--- config.mk ---
export PLATFORM = sky130hd
export DESIGN_NAME = rm2e_hyp
export DESIGN_NICKNAME = d
export VERILOG_FILES = /design/src/rotation_matrix_to_euler_angles_macros.svh /design/src/rm2e_pkg.sv /design/src/rm2e_hyp.sv
export SDC_FILE = /design/constraint.sdc
export NUM_CORES = 2
export LEC_CHECK = 0
export BUFFER_PORTS_ARGS = -buffer_cell sky130_fd_sc_hd__buf_4
export CORE_MARGIN = 10
export CORE_UTILIZATION = 38
export DETAILED_ROUTE_END_ITERATION = 8
export GPL_TIMING_DRIVEN = 0
export PLACE_DENSITY_LB_ADDON = 0.2
export SLEW_MARGIN = 20
export SYNTH_ARGS = -nofsm -noshare
export SYNTH_HDL_FRONTEND = slang
export SYNTH_MEMORY_MAX_BITS = 65536
export SYNTH_SLANG_ARGS = --single-unit
--- constraint.sdc ---
create_clock -name clock -period 9 [get_ports clock]
set_input_delay 0.9 -clock clock [delete_from_list [all_inputs] [get_ports clock]]
set_output_delay 0.9 -clock clock [all_outputs]
set_load 0.05 [all_outputs]
--- src/rotation_matrix_to_euler_angles_macros.svh ---
// Assertion macros for the rotation matrix to Euler angle block.
// Included by the top level; no other dependencies.
`ifndef ROTATION_MATRIX_TO_EULER_ANGLES_MACROS_SVH
`define ROTATION_MATRIX_TO_EULER_ANGLES_MACROS_SVH

// Clocked assertion, disabled during reset
`define RM2E_ASSERT(lbl, prop, msg) \
   lbl: assert property (@(posedge clock) disable iff (reset) (prop)) else $error(msg);

// Clocked assertion that also checks during reset
`define RM2E_ASSERT_ALWAYS(lbl, prop, msg) \
   lbl: assert property (@(posedge clock) (prop)) else $error(msg);

`endif

--- src/rm2e_pkg.sv ---
// Shared constants and the CORDIC angle table for the Euler angle block.
// No dependencies.
`default_nettype none
package rm2e_pkg;

   // Datapath widths
   localparam int WORD_W      = 64;   // CORDIC x/y word
   localparam int IN_W        = 34;   // CORDIC operand before prescale
   localparam int Z_W         = 34;   // angle accumulator, 2^31 = pi
   localparam int ANG_W       = 16;   // output binary angle
   localparam int HYP_W       = 32;   // root width
   localparam int PRESCALE_SH = 28;
   localparam int TABLE_LEN   = 30;
   localparam int ROOT_STEPS  = 32;

   localparam logic signed [Z_W-1:0]   HALF_PI_Z = 34'sh0_4000_0000;
   localparam logic signed [ANG_W-1:0] ANG_PI_SAT = 16'sh7fff;
   localparam logic signed [ANG_W-1:0] ANG_POS_HALF = 16'sh4000;
   localparam logic signed [ANG_W-1:0] ANG_NEG_HALF = 16'shc000;
   localparam logic signed [ANG_W-1:0] ANG_ZERO = 16'sh0000;

   // round(atan(2^-i) * 2^31 / pi)
   function automatic logic [31:0] atan_entry(input int unsigned idx);
      logic [31:0] v;
      unique case (idx)
         0:  v = 32'd536870912;
         1:  v = 32'd316933406;
         2:  v = 32'd167458907;
         3:  v = 32'd85004756;
         4:  v = 32'd42667331;
         5:  v = 32'd21354465;
         6:  v = 32'd10679838;
         7:  v = 32'd5340245;
         8:  v = 32'd2670163;
         9:  v = 32'd1335087;
         10: v = 32'd667544;
         11: v = 32'd333772;
         12: v = 32'd166886;
         13: v = 32'd83443;
         14: v = 32'd41722;
         15: v = 32'd20861;
         16: v = 32'd10430;
         17: v = 32'd5215;
         18: v = 32'd2608;
         19: v = 32'd1304;
         20: v = 32'd652;
         21: v = 32'd326;
         22: v = 32'd163;
         23: v = 32'd81;
         24: v = 32'd41;
         25: v = 32'd20;
         26: v = 32'd10;
         27: v = 32'd5;
         28: v = 32'd3;
         29: v = 32'd1;
         default: v = 32'd0;
      endcase
      return v;
   endfunction

endpackage
`default_nettype wire

--- src/rm2e_hyp.sv ---
// Pipelined hypot: squares, sum, then a one-bit-per-stage integer root.
// Carries a side payload alongside. Uses rm2e_pkg.
`default_nettype none
module rm2e_hyp #(
   parameter int CW     = 16,
   parameter int SIDE_W = 8
) (
   input  wire logic                           clock,
   input  wire logic                           adv,
   input  wire logic signed [CW-1:0]           a,
   input  wire logic signed [CW-1:0]           b,
   input  wire logic [SIDE_W-1:0]              side_in,
   output logic [rm2e_pkg::HYP_W-1:0]          hyp_out,
   output logic [SIDE_W-1:0]                   side_out
);
   localparam int G  = 32 - CW;
   localparam int WW = rm2e_pkg::WORD_W;
   localparam int NS = rm2e_pkg::ROOT_STEPS;

   logic signed [2*CW-1:0] sqa_ff, sqb_ff;
   logic [SIDE_W-1:0]      side_a_ff;
   logic [WW-1:0]          n_ff [0:NS];
   logic [WW-1:0]          r_ff [0:NS];
   logic [SIDE_W-1:0]      side_ff [0:NS];
   logic [WW-1:0]          sum_w;

   // Square both operands
   always_ff @(posedge clock) begin
      if (adv) begin
         sqa_ff    <= a * a;
         sqb_ff    <= b * b;
         side_a_ff <= side_in;
      end
   end

   // Add and scale into the root operand
   assign sum_w = WW'($unsigned(sqa_ff)) + WW'($unsigned(sqb_ff));

   always_ff @(posedge clock) begin
      if (adv) begin
         n_ff[0]    <= sum_w << (2 * G);
         r_ff[0]    <= '0;
         side_ff[0] <= side_a_ff;
      end
   end

   // One result bit per stage
   for (genvar k = 0; k < NS; k++) begin : g_root
      localparam logic [WW-1:0] BIT = WW'(1) << (62 - 2 * k);
      logic [WW-1:0] t, n_in, r_in;
      always_comb begin
         t = r_ff[k] + BIT;
         if (n_ff[k] >= t) begin
            n_in = n_ff[k] - t;
            r_in = (r_ff[k] >> 1) + BIT;
         end else begin
            n_in = n_ff[k];
            r_in = r_ff[k] >> 1;
         end
      end
      always_ff @(posedge clock) begin
         if (adv) begin
            n_ff[k+1]    <= n_in;
            r_ff[k+1]    <= r_in;
            side_ff[k+1] <= side_ff[k];
         end
      end
   end

   assign hyp_out  = r_ff[NS][rm2e_pkg::HYP_W-1:0];
   assign side_out = side_ff[NS];
endmodule
`default_nettype wire

-- After elaboration in Yosys (flattened, before gate mapping)
Memories as Yosys holds them, arrays and structs flattened.
Index checks and enable logic that the tools add are counted.
- flip-flop bits (word level): 72
- bits in writable memories: 4488
- input bits: 42
- output and inout port bits: 40
- word-level logic and storage cells: 203
- memories kept: 3
- $add $sub $neg: 97
- multiply operators: 2
- $lt $le $gt $ge: 32
- multiplexer cells: 66
- memories (name ; words ; bits a word ; rd ports ; clocked after Yosys merged registers in ; write ports ; RTL line ; text):
    n_ff ; 33 ; 64 ; 32 ; 0 ; 33 ; rm2e_hyp.sv:22 ; logic [WW-1:0] n_ff [0:NS];
    r_ff ; 33 ; 64 ; 33 ; 0 ; 33 ; rm2e_hyp.sv:23 ; logic [WW-1:0] r_ff [0:NS];
    side_ff ; 33 ; 8 ; 33 ; 0 ; 33 ; rm2e_hyp.sv:24 ; logic [SIDE_W-1:0] side_ff [0:NS];
- operator list (cell ; count):
    $mux W64 ; 64
    $ge A64 B64 Y1 ; 32
    $sub A64 B64 Y64 ; 32
    $add A63 B1 Y64 const B ; 1
    $add A63 B11 Y64 const B ; 1
    $add A63 B13 Y64 const B ; 1
    $add A63 B15 Y64 const B ; 1
    $add A63 B17 Y64 const B ; 1
    $add A63 B19 Y64 const B ; 1
    $add A63 B21 Y64 const B ; 1
    $add A63 B23 Y64 const B ; 1
    $add A63 B25 Y64 const B ; 1
    $add A63 B27 Y64 const B ; 1
    $add A63 B29 Y64 const B ; 1
    $add A63 B3 Y64 const B ; 1
    $add A63 B31 Y64 const B ; 1
    $add A63 B33 Y64 const B ; 1
    $add A63 B35 Y64 const B ; 1
    $add A63 B37 Y64 const B ; 1
    $add A63 B39 Y64 const B ; 1
    $add A63 B41 Y64 const B ; 1
    $add A63 B43 Y64 const B ; 1
    $add A63 B45 Y64 const B ; 1
    $add A63 B47 Y64 const B ; 1
    other kinds (46) ; 48

-- Logic depth before layout (Yosys ltp)
- word-level depth: 3
- gate-level depth with buffers: 27
- gate-level depth less buffers: 25

-- Worst setup path before layout
No wires, ideal clock.
- path type: input to register
- start point: in a[1]
- end point: reg sqa_ff[30], data pin
- setup time: 0.267 ns
- arrival: 6.844 ns
- required time: 8.733 ns
- slack: 1.889 ns
- cell stages on the path: 23
- buffers on the path: 2
- cells stage by stage: clkbuf_1 > clkbuf_1 > nand2_1 > fa_1 > fa_1 > fa_1 > inv_1 > fa_1 > fa_1 > inv_1 > fa_1 > inv_1 > ha_1 > a21oi_1 > o22ai_1 > o21a_1 > a311oi_1 > o21ai_0 > a221o_1 > a21oi_1 > nor3b_1 > a31oi_1 > o211ai_1
- longest elaborated chain between the ends: 1
- RTL lines (element ; RTL line ; text):
    start, declared ; rm2e_hyp.sv:10 ; input wire logic signed [CW-1:0] a,
    $mul A16 B16 Y32 ; rm2e_hyp.sv:30 ; sqa_ff <= a * a;
    end signal, assigned ; rm2e_hyp.sv:30 ;
    end, declared ; rm2e_hyp.sv:20 ; logic signed [2*CW-1:0] sqa_ff, sqb_ff;
No other way between the ends.
A chain may end at the register's enable or synchronous reset.

-- Worst setup path in the final report
Ends and elaborated chain as after synthesis.

==> flow_metrics.env <==
export IMPL_end_kind="flop"
export IMPL_tightest_slew_ns=1.03
export IMPL_core_sq_mm=0.319
export IMPL_ys_ff_latch=2111
export IMPL_rsz0062_at_grt="no"
export IMPL_synthCells=10379
export IMPL_vias=77021
export IMPL_max_clock_freq_mhz=125
export IMPL_syn_area_per_cell_sq_um=11.7
export IMPL_drc_errors=0
export IMPL_hp_class="in -> reg"
export IMPL_wl_per_cell_um=18.2
export IMPL_holdCritStartpoint="side_in[7]"
export IMPL_syn_num_nets=11641
export IMPL_ant_nets=0
export IMPL_hold_depth=1
export IMPL_finalMaxSlewViolations=0
export IMPL_peakVddDrop_v=0.000706
export IMPL_cp_max_fo=10
export IMPL_grt_pass1_wl_mm=435
export IMPL_syn2layout_area_growth_pct=11.8
export IMPL_htree_levels=4
export IMPL_num_rows=207
export IMPL_drt_wl_total_mm=274
export IMPL_synth_area_top_cells="edfxtp_1 (52%), fa_1 (8.0%), ha_1 (7.6%), inv_1 (4.3%), xnor2_1 (3.5%)"
export IMPL_crit_slowest_cell="a311oi_1"
export IMPL_dr_pass1_iters=8
export IMPL_die_w_um=586
export IMPL_worst_r2r_endpoint="n_ff[0][1821]$_DFFE_PP_"
export IMPL_cts_resized=0
export IMPL_yosysTopAreaCell="edfxtp_1"
export IMPL_boundaryPins=82
export IMPL_cts_made_buffers=240
export IMPL_startpoint_type="primary input"
export IMPL_post_route_period_util=0.886
export IMPL_power_density_mw_per_mm2=322
export IMPL_ys_seq_area_frac=0.521
export IMPL_arrival_ns=8.59
export IMPL_cts_setup_buffers=0
export IMPL_max_cap_violations=0
export IMPL_die_y_um=586
export IMPL_ys_flop_type="edfxtp_1"
export IMPL_die_area_sq_mm=0.343
export IMPL_async_flop_share=0
export IMPL_setup_tns_ns=0
export IMPL_hold_viol=0
export IMPL_netlist_cell_type_count=87
export IMPL_critPathKind="in -> reg"
export IMPL_dr_first_iter_drc_count=4890
export IMPL_gr_total_overflow=0
export IMPL_grt_max_degree=163
export IMPL_clock_skew_final_ns=0.0989
export IMPL_run_status="finished, final reports clean"
export IMPL_nNetsFinal=11977
export IMPL_clkTransAtPathRegs_ns=0.06
export IMPL_yosys_warnings=0
export IMPL_synth_edff_count=2111
export IMPL_cts_hold_buf=0
export IMPL_final_common_cell="edfxtp_1"
export IMPL_gr_usage_all_layers=0.157
export IMPL_final_cell_mix="edfxtp_1 (2111), inv_1 (1388), nand2_1 (757), ha_1 (736), nor2_1 (592)"
export IMPL_synth_area_sq_mm=0.122
export IMPL_clk_latency_ns=0.95
export IMPL_worst_r2r_cell_count=15
export IMPL_viasPerCell=5.10
export IMPL_gp_congestion=0.876
export IMPL_cts_sinks=2111
export IMPL_dp_hpwl_mm=208
export IMPL_clk_path_buf_depth=4
export IMPL_grt_pass1_vias=79605
export IMPL_hold_path_endpoint="side_a_ff[7]$_DFFE_PP_"
export IMPL_path_cells="buf_4, clkbuf_1, clkbuf_1, nand2_1, fa_1, fa_1, fa_1, inv_1, fa_1, fa_1, inv_1, fa_1, inv_1, ha_1, a21oi_1, o22ai_1, o21a_1, a311oi_1, o21ai_0, a221o_1, a21oi_1, nor3b_1, a31oi_1, o211ai_1"
export IMPL_utilization=0.427
export IMPL_period_minus_slack_ns=7.97
export IMPL_r2r_start="n_ff[0][1738]$_SDFFCE_PP0P_"
export IMPL_cts_tree="built"
export IMPL_grt_busiest_layer="met2"
export IMPL_crit_top_cell="fa_1"
export IMPL_use_met3=0.0219
export IMPL_setup_viol=0
export IMPL_cp_slowest_stage_delay_ns=0.64
export IMPL_grtUsageMet1=0.194
export IMPL_grt_util_met2=0.276
export IMPL_antenna_found_initial=9
export IMPL_max_slew_margin=0.310
export IMPL_crit_required_ns=9.62
export IMPL_start_util=0.382
export IMPL_leakagePower_uw=0.0544
export IMPL_r2r_slack_ns=2.71
export IMPL_root_buffer="clkbuf_16"
export IMPL_netlist_area_leader_share=0.521
export IMPL_port_buffers=79
export IMPL_drive_gt1_frac=0.0602
[worst max-delay path by stage]
stage | from | slack, ns | cells past startpoint | end
after floorplan | a[1] | 1.89 | 23 | sqa_ff[30]$_DFFE_PP_
after global placement | adv | -12.20 | 1 | n_ff[0][2043]$_DFFE_PP_
after detailed placement | a[1] | 0.1 | 24 | sqa_ff[30]$_DFFE_PP_
after CTS | a[1] | 1.06 | 24 | sqa_ff[30]$_DFFE_PP_
after global routing | a[1] | 0.67 | 24 | sqa_ff[30]$_DFFE_PP_
final | a[1] | 1.03 | 24 | sqa_ff[30]$_DFFE_PP_
[cell usage after synthesis (all sizes together) (36+ instances only)]
library cell  instances
a21oi               500
nor4                165
xor2                453
edfxtp             2111
o31ai                53
inv                1390
a211oi               54
clkbuf              153
nor3                255
nor2                592
xnor2               490
ha                  736
buf                  36
o21a                109
o21ai               511
o211ai               44
nand4                69
and2                118
mux2                 74
nor2b                61
or3                  89
o21bai               79
or2                  46
a31oi                43
or4                  48
nand2b              123
nand2               758
a21o                236
fa                  484
nand3               131
[cells by family (layout without fill, tap and decap cells)]
| group | after synthesis | after routing | synth area share |
|---|---|---|---|
| other | 0 | 5 | 0 |
| DFF | 2111 | 2111 | 0.521 |
| adders and majority gates | 1220 | 1220 | 0.155 |
| buffers and inverters | 1582 | 2118 | 0.0495 |
| and+or+nand+nor | 2608 | 2608 | 0.105 |
| AOI/OAI and AO/OA | 1836 | 1836 | 0.0942 |
| xor gates and xnor gates | 943 | 943 | 0.0679 |
| muxes | 79 | 79 | 0.00726 |
[worst max-delay path: cells and delay by family]
family,cells,cell delay [ns]
AO/OA/AOI/OAI,9,2.57
adder cells (fa/ha/maj),7,3.52
buffers and inverters,6,1.34
AND/OR/NAND/NOR,2,0.27
[power by group]
group	total (uW)	switching [uW]	internal, uW
Sequential	14800	1130	13700
Clock	9910	4070	5840
Combinational	19100	11100	8030
Total	43800	16300	27500
[flip-flops by register name, indices dropped and copies added, names as in the netlist]
register	cells
n_ff	1249
r_ff	528
side_ff	264
sqb_ff	31
sqa_ff	31
side_a_ff	8
[metrics by stage]
stage | std cells | area [sq um] | worst slack, ns | hold WS (ns) | power (uW)
after floorplan | 10379 | 122000 | 1.89 | 0.400 | 28900
after global placement | 14638 | 128000 | -12.20 | 0.400 | 34100
after detailed placement | 14653 | 128000 | 0.0984 | 0.405 | 34100
after CTS | 15095 | 136000 | 1.06 | 0.0416 | 44400
after global routing | 15100 | 136000 | 0.669 | 0.0807 | 47400
final | 15100 | 136000 | 1.03 | 0.149 | 43800
[metal layers]
metal  share of wire  vias to the layer above  routed length [um]
met4           0.042                        2               11600
met5        0.000073                        -                  20
li1                -                    37337                   -
met3           0.041                      567               11200
met2            0.49                     1601              135000
met1            0.42                    37514              117000
[area by class of cell]
class                   instances  area [sq um]
plain buffers                 189           795
clock buffers                 271          6120
clock inverters               171          1900
inverters                    1393          5230
flip-flops and latches       2111         63400
repair buffers                 94          1030
well taps                    4180          5230
fillers                     29386        183000
multi-input cells            6686         52300
diodes                          5          12.5
Power figures use the tool's default switching activity.
